$ cat src/hdl/fmap_pkg.sv
// Shared types, codes and microcode layout for the four-level page table map unit.
`timescale 1ns / 1ps
package fmap_pkg;

	localparam int POOL_PAGES_DEF = 64;
	localparam int IDX_W          = 9;
	localparam int FRAME_W        = 40;
	localparam int CFG_W          = 52;
	localparam int PC_W           = 4;

	localparam logic [FRAME_W-1:0] BASE_RESET = 40'h0_0000_0200;
	localparam logic [1:0]         LAST_LEVEL = 2'd2;

	localparam logic [1:0] STATUS_MAPPED   = 2'd0;
	localparam logic [1:0] STATUS_NONCANON = 2'd1;
	localparam logic [1:0] STATUS_NO_POOL  = 2'd2;

	// microprogram step labels
	localparam logic [PC_W-1:0] ST_CLR     = 4'd0;
	localparam logic [PC_W-1:0] ST_IDLE    = 4'd1;
	localparam logic [PC_W-1:0] ST_CHK     = 4'd2;
	localparam logic [PC_W-1:0] ST_RD      = 4'd3;
	localparam logic [PC_W-1:0] ST_EVAL    = 4'd4;
	localparam logic [PC_W-1:0] ST_POOLCHK = 4'd5;
	localparam logic [PC_W-1:0] ST_ALLOC   = 4'd6;
	localparam logic [PC_W-1:0] ST_RESOLVE = 4'd7;
	localparam logic [PC_W-1:0] ST_MOD     = 4'd8;
	localparam logic [PC_W-1:0] ST_MODQ    = 4'd9;
	localparam logic [PC_W-1:0] ST_MODEND  = 4'd10;
	localparam logic [PC_W-1:0] ST_NEXT    = 4'd11;
	localparam logic [PC_W-1:0] ST_LEAF    = 4'd12;
	localparam logic [PC_W-1:0] ST_FCANON  = 4'd13;
	localparam logic [PC_W-1:0] ST_FPOOL   = 4'd14;
	localparam logic [PC_W-1:0] ST_DONE    = 4'd15;

	typedef enum logic [3:0] {
		ACT_NONE    = 4'd0,
		ACT_CLEAR   = 4'd1,
		ACT_LATCH   = 4'd2,
		ACT_READ    = 4'd3,
		ACT_OFFSET  = 4'd4,
		ACT_ALLOC   = 4'd5,
		ACT_RESOLVE = 4'd6,
		ACT_MOD     = 4'd7,
		ACT_MODEND  = 4'd8,
		ACT_NEXT    = 4'd9,
		ACT_LEAF    = 4'd10,
		ACT_CANON   = 4'd11,
		ACT_POOL    = 4'd12,
		ACT_RESULT  = 4'd13,
		ACT_QUOT    = 4'd14
	} act_t;

	typedef enum logic [3:0] {
		C_NEVER      = 4'd0,
		C_ALWAYS     = 4'd1,
		C_NO_START   = 4'd2,
		C_CLR_BUSY   = 4'd3,
		C_NONCANON   = 4'd4,
		C_PRESENT    = 4'd5,
		C_POOL_EMPTY = 4'd6,
		C_IN_RANGE   = 4'd7,
		C_NOT_LAST   = 4'd8
	} cond_t;

	typedef struct packed {
		act_t            act;
		cond_t           cond;
		logic [PC_W-1:0] target;
	} ctrl_t;

	typedef struct packed {
		logic clr_busy;
		logic noncanon;
		logic present;
		logic pool_empty;
		logic in_range;
		logic not_last;
	} flags_t;

endpackage

$ cat src/hdl/fmap_seq.sv
// Microcode sequencer: step counter, control ROM and conditional jumps.
`timescale 1ns / 1ps
module fmap_seq (
	input  logic           clk,
	input  logic           arst_n,
	input  logic           start,
	input  fmap_pkg::flags_t flags,
	output fmap_pkg::ctrl_t  ctrl,
	output logic           busy
);
	import fmap_pkg::*;

	logic [PC_W-1:0] pc_q;
	logic            take;

	function automatic ctrl_t rom(input logic [PC_W-1:0] pc);
		ctrl_t w;
		unique case (pc)
			ST_CLR:     w = '{ACT_CLEAR,   C_CLR_BUSY,   ST_CLR};
			ST_IDLE:    w = '{ACT_LATCH,   C_NO_START,   ST_IDLE};
			ST_CHK:     w = '{ACT_NONE,    C_NONCANON,   ST_FCANON};
			ST_RD:      w = '{ACT_READ,    C_NEVER,      ST_IDLE};
			ST_EVAL:    w = '{ACT_OFFSET,  C_PRESENT,    ST_RESOLVE};
			ST_POOLCHK: w = '{ACT_NONE,    C_POOL_EMPTY, ST_FPOOL};
			ST_ALLOC:   w = '{ACT_ALLOC,   C_ALWAYS,     ST_NEXT};
			ST_RESOLVE: w = '{ACT_RESOLVE, C_IN_RANGE,   ST_NEXT};
			ST_MOD:     w = '{ACT_MOD,     C_NEVER,      ST_IDLE};
			ST_MODQ:    w = '{ACT_QUOT,    C_NEVER,      ST_IDLE};
			ST_MODEND:  w = '{ACT_MODEND,  C_NEVER,      ST_IDLE};
			ST_NEXT:    w = '{ACT_NEXT,    C_NOT_LAST,   ST_RD};
			ST_LEAF:    w = '{ACT_LEAF,    C_ALWAYS,     ST_DONE};
			ST_FCANON:  w = '{ACT_CANON,   C_ALWAYS,     ST_DONE};
			ST_FPOOL:   w = '{ACT_POOL,    C_NEVER,      ST_IDLE};
			ST_DONE:    w = '{ACT_RESULT,  C_ALWAYS,     ST_IDLE};
			default:    w = '{ACT_NONE,    C_ALWAYS,     ST_IDLE};
		endcase
		return w;
	endfunction

	assign ctrl = rom(pc_q);
	assign busy = (pc_q != ST_IDLE);

	always_comb begin
		unique case (ctrl.cond)
			C_NEVER:      take = 1'b0;
			C_ALWAYS:     take = 1'b1;
			C_NO_START:   take = !start;
			C_CLR_BUSY:   take = flags.clr_busy;
			C_NONCANON:   take = flags.noncanon;
			C_PRESENT:    take = flags.present;
			C_POOL_EMPTY: take = flags.pool_empty;
			C_IN_RANGE:   take = flags.in_range;
			C_NOT_LAST:   take = flags.not_last;
			default:      take = 1'b0;
		endcase
	end

	always_ff @(posedge clk or negedge arst_n) begin
		if (!arst_n) begin
			pc_q <= ST_CLR;
		end else begin
			pc_q <= take ? ctrl.target : pc_q + PC_W'(1);
		end
	end

endmodule

$ cat config.mk
export PLATFORM = sky130hd
export DESIGN_NAME = fmap_seq
export DESIGN_NICKNAME = d
export VERILOG_FILES = /design/src/hdl/fmap_pkg.sv /design/src/hdl/fmap_seq.sv
export SDC_FILE = /design/constraint.sdc
export NUM_CORES = 1
export LEC_CHECK = 0
export BUFFER_PORTS_ARGS = -buffer_cell sky130_fd_sc_hd__buf_2
export CORE_AREA = 4 4 41 43
export DETAILED_ROUTE_END_ITERATION = 12
export DIE_AREA = 0 0 45 47
export HOLD_SLACK_MARGIN = 0.1
export PLACE_DENSITY = 0.79
export SLEW_MARGIN = 40
export SYNTH_ARGS = -nofsm -noshare
export SYNTH_HDL_FRONTEND = slang
export SYNTH_SLANG_ARGS = --single-unit
export TNS_END_PERCENT = 50
$ cat constraint.sdc
create_clock -name clk -period 4.3 [get_ports clk]
set_clock_uncertainty 0.15 [all_clocks]
set_input_delay 0.645 -clock clk [delete_from_list [all_inputs] [get_ports clk]]
set_output_delay 0.645 -clock clk [all_outputs]
set_load 0.02 [all_outputs]
=== After elaboration in Yosys (flattened, before gate mapping) ===
Memories as Yosys holds them, arrays and structs flattened.
Cells that the tools add are included.

* Register bits: 4
* Bits in latches: 0
* Memory bits (writable): 0
* Bits in read-only memories: 192
* Input bits: 9
* Memories: 1

{| class="wikitable"
|+ Memories
! name !! words !! bits a word !! rd ports !! clocked after Yosys merged registers in !! write ports !! line !! text
|-
| (name not given) || 16 || 12 || 1 || 0 || 0 || fmap_seq.sv:18 || <nowiki>unique case (pc)</nowiki>
|}

* Add/subtract/negate cells: 1
* $mul: 0
* Div/mod/pow operators: 0
* Magnitude comparators: 0
* Equality and inequality tests: 9
* Shift operators: 0
* Mux-type cells: 2
* Bitwise operators: 0
* Reductions and logical operators: 1

{| class="wikitable"
|+ Operators by type and width
! operator !! number
|-
| 4-bit by 3-bit == test with 1-bit output (second input constant) || 4
|-
| 4-bit by 2-bit == test with 1-bit output (second input constant) || 2
|-
| 1-bit one-hot mux with 8 select lines || 1
|-
| 4-bit by 1-bit adder with 4-bit output (second input constant) || 1
|-
| 4-bit by 1-bit == test with 1-bit output (second input constant) || 1
|-
| 4-bit == test (second input constant) || 1
|-
| 4-bit 2-to-1 mux || 1
|-
| 4-bit by 1-bit inequality test with 1-bit output (second input constant) || 1
|-
| 1-bit logical NOT || 1
|}

=== Longest topological paths before layout ===
Gate-level depths: netlist (run 1).
An unclocked memory read counts as a cell.

* Word-level depth: 4
* Depth in mapped cells: 8
* Mapped depth without buffers: 8

=== Least setup slack after synthesis (run 1) ===
OpenSTA, ideal clock, no wires.

* Path type: reg2out
* Start: reg pc_q[1]
* End: out ctrl[3] (netlist bit)
* Arrival time: 1.467 ns
* Data required time: 3.505 ns
* Slack: 2.038 ns
* Cell stages (with the launch flop): 5
* Buffers on the path: 0
* Cells stage by stage: dfrtp_1 inv_1 ha_1 nand2b_1 a21boi_0

{| class="wikitable"
|+ RTL lines
! element !! line !! text
|-
| from (decl) || fmap_seq.sv:13 || <nowiki>logic [PC_W-1:0] pc_q;</nowiki>
|-
| from (signal assigned) || fmap_seq.sv:62 || <nowiki>pc_q <= take ? ctrl.target : pc_q + PC_W'(1);</nowiki>
|-
| to (decl) || fmap_seq.sv:8 || <nowiki>output fmap_pkg::ctrl_t ctrl,</nowiki>
|}

==> metrics.md, run 1 <==
| Metric | Value |
|---|---|
| Reg with most FFs | `pc_q` |
| DRT Pass-1 Iters | `4` |
| Width of the die | `~45 microns` |
| Final Hold Slack | `~0.60 ns` |
| Nature of the critical path endpoint | `output port` |
| Post-Synthesis Cells | `67` |
| IO Count | `22` |
| Netlist cell types | `33` |
| RSZ-0062 raised after global routing | `false` |
| Slew Viols, Final | `0` |
| GPL Wtd Cong | `between 0.8 and 0.9` |
| Worst EP required | `roughly 3.5 ns` |
| Port Buffers | `21` |
| Crit Path Class | `flop to output port` |
| FF+latch count, synth | `4` |
| R2R setup slack | `approximately 1.8 ns` |
| First-pass GRT wire length | `2194 microns` |
| DPL Wire Length | `1117 microns` |
| # setup viols final | `0` |
| Delay-heaviest family, CP | `flip-flops` |
| Clk Latency, worst-skew pair | `about 0.24 ns` |
| Avg Cell Area, Syn | `9.132 sq um` |
| Total grt overflow | `0` |
| Reg2Reg Depth | `8` |
| DRC | `0` |
| Core area | `1301 sq um` |
| Primary FF master, synth | `dfrtp_1` |
| Syn nets | `86` |
| Antenna cells | `0` |
| Vias per cell | `approximately 5.1` |
| Number of synthesized flops with an enable pin | `0` |
| CP max stage cell | `dfrtp_1` |
| Mapped Area | `611.8 sq um` |
| Minimum clock period | `approximately 2.6 ns` |
| Yosys warning count | `0` |
| Area Growth Syn to Fin | `22.29%` |
| CTS Buf Count | `3` |
| FMAX | `between 300 and 400 MHz` |
| Vias in the first global route | `521` |
| Die Ht | `47 microns` |
| Final-report hold violation count | `0` |
| Die area | `2115 sq um` |
| Reg2reg start | `pc_q[0]` |
| All-Layer GR Usage | `0.1427` |
| CTS H-tree depth | `1` |
| Worst slew pin tran | `between 0.5 and 0.6 ns` |
| Starting Density | `0.4702` |
| Iter 0 DRT Violations | `5` |
| Routed wire length | `roughly 1400 microns` |
| Largest net degree at the start of global routing | `19` |
| CTS Buffer Depth | `2` |
| Clock slew at reported path FFs | `about 0.040 ns` |
| Initial antenna violation count | `0` |
| Max reg flops | `4` |
| Relative slew slack | `0.6061` |
| Routed len/inst | `roughly 13 microns` |
| Maximum fanout along the worst path | `8` |
| Post-route ant nets | `0` |
| Largest registers | `pc_q: 4 flops` |
| Status | `complete, no violations` |
| Root Buffer | `clkbuf_4` |
| FF-to-FF End | `pc_q[0]` |
| Setup ws final | `1.718 ns` |
| Placed cells | `100` |
| DP Worst Slack | `roughly 1.9 ns` |
| Max incr delay on CP | `around 0.46 ns` |
| Fin crit share | `0.6004` |
| Arr. time, crit path | `approximately 1.8 ns` |
| Critical Path Sink | `ctrl[3]` |
| CTS sink count | `4` |
| CP cell instances | `inv_1 > ha_1 > nand2b_1 > a21boi_0 > buf_2` |
| Async SR Flop Fraction | `1.000` |
| Worst min path class | `input port to asynchronous set/reset pin` |
| CP Buf/Inv Count | `2` |
| Post-synthesis sequential area ratio | `0.1636` |
| TritonCTS clock tree | `done` |
| Total negative slack | `0 ns` |
| Max_cap viols | `0` |
| Layout cells sized above 1 | `0.3933` |
| Final nets | `110` |
| Final Non-Filler Cells | `between 100 and 150` |
| Setup crit start | `pc_q[1]` |
| Via count | `approximately 530` |
| Worst setup SP type | `flop` |
| Core Rows | `13` |
| CP Depth | `5` |
Yosys cell counts (2+ instances only):
master	instances	area, sq um
mux2_2	4	45.04
dfrtp_1	4	100.1
nor2b_1	2	12.51
and2_1	2	12.51
a21oi_1	2	10.01
nand2b_1	2	12.51
nor2_1	5	18.77
ha_1	10	125.1
inv_1	4	15.01
nand2_1	8	30.03
mux2i_1	2	20.02
cells in the final DEF, fill, tap and decap left out, types with 2 or more instances in the layout:
master	instances
nand2b_1	2
nor2_1	5
a21oi_1	2
nor2b_1	2
mux2_2	4
dfrtp_1	4
mux2i_1	2
and2_1	2
clkbuf_4	3
buf_2	21
nand2_1	8
inv_1	4
ha_1	10
layout make-up:
| type | instances | area, sq um |
|---|---|---|
| Timing Repair Buffer | 22 | 115.1 |
| Inverter | 4 | 15.01 |
| Fill cell | 136 | 553.0 |
| Multi-Input combinational cell | 56 | 476.7 |
| Sequential cell | 4 | 100.1 |
| Tap cell | 15 | 18.77 |
| Clock buffer | 3 | 22.52 |
stage by stage:
stage	cell area, sq um	util
2_1_floorplan	611.8	-
5_1_grt	748.2	0.5750
3_5_place_dp	715.7	0.5500
6_report	748.2	0.5750
3_3_place_gp	715.7	0.5500
4_1_cts	748.2	0.5750
routing by layer:
layer  global-route usage  vias up  part of all wire
met5                    0        -                 0
met4              0.08187        0             0.018
met3              0.02682        3             0.021
met2               0.2429        7              0.54
met1               0.1678      248              0.41
li1                     -      276                 -
how the worst min path moves through the flow:
stage,startpoint,end,slack [ns],cells after the start
floorplan,arst_n,pc_q[0],0.20,0
global placement,arst_n,pc_q[1],0.30,1
detailed placement,arst_n,pc_q[1],0.31,1
CTS,arst_n,pc_q[1],0.59,2
global route,arst_n,pc_q[1],0.62,2
finish,arst_n,pc_q[1],0.60,2
cells by family after synthesis:
kind of cell | share of synthesized area
and+or+nand+nor | 0.2004
muxes | 0.1677
buffers and inverters | 0.05724
xor gates and xnor gates | 0.01432
DFF | 0.1636
adders and majority gates | 0.2045
AOI/OAI and AO/OA | 0.1922
timing repair:
item,in CTS,in global routing
resized for setup,0,0
buffers inserted,0,0
hold endpoints to repair,4,0
hold buffers,1,0
Power of run 1 is left out: the tool's default activity adds up to more than one toggle a clock period on the data nets, which glitch-free logic cannot reach.
==> run 2, diff against run 1 <==
- CORE_AREA: 4 4 41 43 -> default
- CORE_MARGIN: default -> 4
- CORE_UTILIZATION: default -> 47
- DIE_AREA: 0 0 45 47 -> default
- PLACE_DENSITY: 0.79 -> 0.8
- clock period: 4.3 -> 2.4 ns (I/O delays scaled with it)
==> run 2 against run 1 <==
Compared with the run above: sequential share of layout area decreased by 0.74 points; first-iteration DRC count stayed put; non-clock buffer count grew 5; highest routed layer is now met3; largest cell class unchanged; clock-buffer cell count stayed put; critical path depth is 2 higher; die area fell by 8.1%; worst setup slack worse by 1.6 ns; register-to-register slack lost 1.7 ns.
==> metrics.md, run 2 (same netlist as run 1, synthesis figures left out) <==
| Metric | Value |
|---|---|
| Status | `complete, no violations (unchanged)` |
| CTS Buf Count | `3 (unchanged)` |
| Largest registers | `pc_q: 4 flops (unchanged)` |
| Layout cells sized above 1 | `0.4574 (was 0.3933)` |
| Fin crit share | `0.9548` |
| Via count | `564 (was 534)` |
| Area Growth Syn to Fin | `29.45% (was 22.29%)` |
| DP Worst Slack | `0.09144 ns (was 1.856 ns)` |
| Maximum fanout along the worst path | `8 (unchanged)` |
| Worst min path class | `input port to asynchronous set/reset pin (unchanged)` |
| TritonCTS clock tree | `done (unchanged)` |
| First-pass GRT wire length | `2387 microns (was 2194 microns)` |
| Nature of the critical path endpoint | `flop (was output port)` |
| Routed len/inst | `13.94 microns (was 13.08 microns)` |
| Clock slew at reported path FFs | `0.04 ns (about the same)` |
| Fillers | `97 (was 136)` |
| Worst EP required | `2.37 ns (was 3.50 ns)` |
| Port Buffers | `21 (unchanged)` |
| Post-route ant nets | `0 (unchanged)` |
| FMAX | `~440 MHz` |
| DRC | `0 (unchanged)` |
| CP cell instances | `ha_1 > nor2b_2 > nor2_1 > mux2i_1 > a211o_1 > mux2i_4 > mux2_2 (was inv_1 > ha_1 > nand2b_1 > a21boi_0 > buf_2)` |
| Routed wire length | `1506 microns (was 1360 microns)` |
| Minimum clock period | `around 2.3 ns` |
| Clk Latency, worst-skew pair | `0.23 ns (was 0.24 ns)` |
| Core area | `1171 sq um (was 1301 sq um)` |
| Max_cap viols | `0 (unchanged)` |
| CP max stage cell | `dfrtp_1 (unchanged)` |
| Final-report hold violation count | `0 (unchanged)` |
| RSZ-0062 raised after global routing | `false (unchanged)` |
| Total grt overflow | `0 (unchanged)` |
| Commonest non-fill, non-tap cell in the layout | `buf_2 (unchanged)` |
| Worst setup SP type | `flop (unchanged)` |
| Util after Layout | `0.6763 (was 0.5750)` |
| Total negative slack | `0 ns (unchanged)` |
| Core Rows | `12 (was 13)` |
| Starting Density | `0.5224 (was 0.4702)` |
| Die Ht | `44.08 microns (was 47 microns)` |
| Vias in the first global route | `528 (was 521)` |
| Vias per cell | `5.222 (was 5.135)` |
| Iter 0 DRT Violations | `5 (unchanged)` |
| Arr. time, crit path | `2.26 ns (was 1.79 ns)` |
| Reg with most FFs | `pc_q (unchanged)` |
| Root Buffer | `clkbuf_4 (unchanged)` |
| DRT Pass-1 Iters | `3 (was 4)` |
| Crit Path Class | `flop to flop (was flop to output port)` |
| CTS H-tree depth | `1 (unchanged)` |
| Setup ws final | `0.1084 ns (was 1.718 ns)` |
| Max reg flops | `4 (unchanged)` |
| IO Count | `22 (unchanged)` |
| DPL Wire Length | `1181 microns (was 1117 microns)` |
| All-Layer GR Usage | `0.1668 (was 0.1427)` |
| CTS Buffer Depth | `2 (unchanged)` |
| Final nets | `115 (was 110)` |
| Worst slew pin tran | `0.3985 ns (was 0.5909 ns)` |
| GPL Wtd Cong | `0.8328 (was 0.8191)` |
| Slew Viols, Final | `0 (unchanged)` |
| Max incr delay on CP | `0.48 ns (was 0.46 ns)` |
| # setup viols final | `0 (unchanged)` |
| Antenna cells | `0 (unchanged)` |
| CTS sink count | `4 (unchanged)` |
| Width of the die | `44.08 microns (was 45 microns)` |
| Relative slew slack | `0.7343 (was 0.6061)` |
| Largest net degree at the start of global routing | `13 (was 19)` |
| Initial antenna violation count | `0 (unchanged)` |
| Most frequent cells in the layout | `21 x buf_2, 10 x ha_1, 8 x nand2_1 (unchanged)` |
| Die area | `1943 sq um (was 2115 sq um)` |
## run 2: cell types whose count changed in the layout (fill, tap and decap cells not counted)
cell     delta
nor2b_2     +1
nor3b_1     -1
inv_2       +1
buf_4       +5
nor2b_1     -1
inv_1       -1
nor3b_2     +1
## run 2: final timing paths
check	start	endpoint	slack, ns	depth (start not counted)
max in group asynchronous	arst_n	pc_q[0]	1.67	2
min reg2reg	pc_q[0]	pc_q[0]	0.71	3
min	arst_n	pc_q[1]	0.31	2
max reg2reg	pc_q[1]	pc_q[2]	0.11	7
min in group clk	flags[0]	pc_q[0]	0.54	4
max	pc_q[1]	pc_q[2]	0.11	7
## run 2: routing by layer
| metal | up-vias | GRT usage | part of all wire |
|---|---|---|---|
| met2 | 6 | 0.2733 | 0.53 |
| met1 | 271 | 0.2083 | 0.45 |
| met3 | 0 | 0.04878 | 0.019 |
| met4 | 0 | 0.05422 | 0 |
| li1 | 287 | - | - |
| met5 | - | 0 | 0 |
## run 2: repair_timing
item | 4_1_cts | 5_1_grt
hold buffers | 1 | 0
resized for setup | 0 | 3
endpoints found under the hold margin | 4 | 0
setup buffers | 0 | 1
setup endpoints to repair | 0 | 5
## run 2: final cells by class
cell class / count / area (sq um) / area share
flip-flops and latches: 4 / 100.1 / 0.1264
inverters: 4 / 15.01 / 0.01896
clock buffers: 3 / 22.52 / 0.02844
multi-input cells: 56 / 484.2 / 0.6114
well taps: 14 / 17.52 / 0.02212
repair buffers: 27 / 152.6 / 0.1927
## run 2: critical path: cells and delay by family (launching register included)
kind                     cells  cell delay (ns)
AO/OA/AOI/OAI                1             0.32
adder cells (fa/ha/maj)      1             0.24
flip-flops                   1             0.48
multiplexers                 3             0.65
AND/OR/NAND/NOR              2             0.33
## run 2: per-stage QoR
step	area [sq um]	std cells	hold WS, ns
floorplan	611.8	67	-0.08559
global placement	744.5	103	0.01822
detailed placement	744.5	103	0.02398
CTS	777.0	107	0.3038
global route	792.0	108	0.3214
finish	792.0	108	0.3056
Power of run 2 is left out for the same reason.
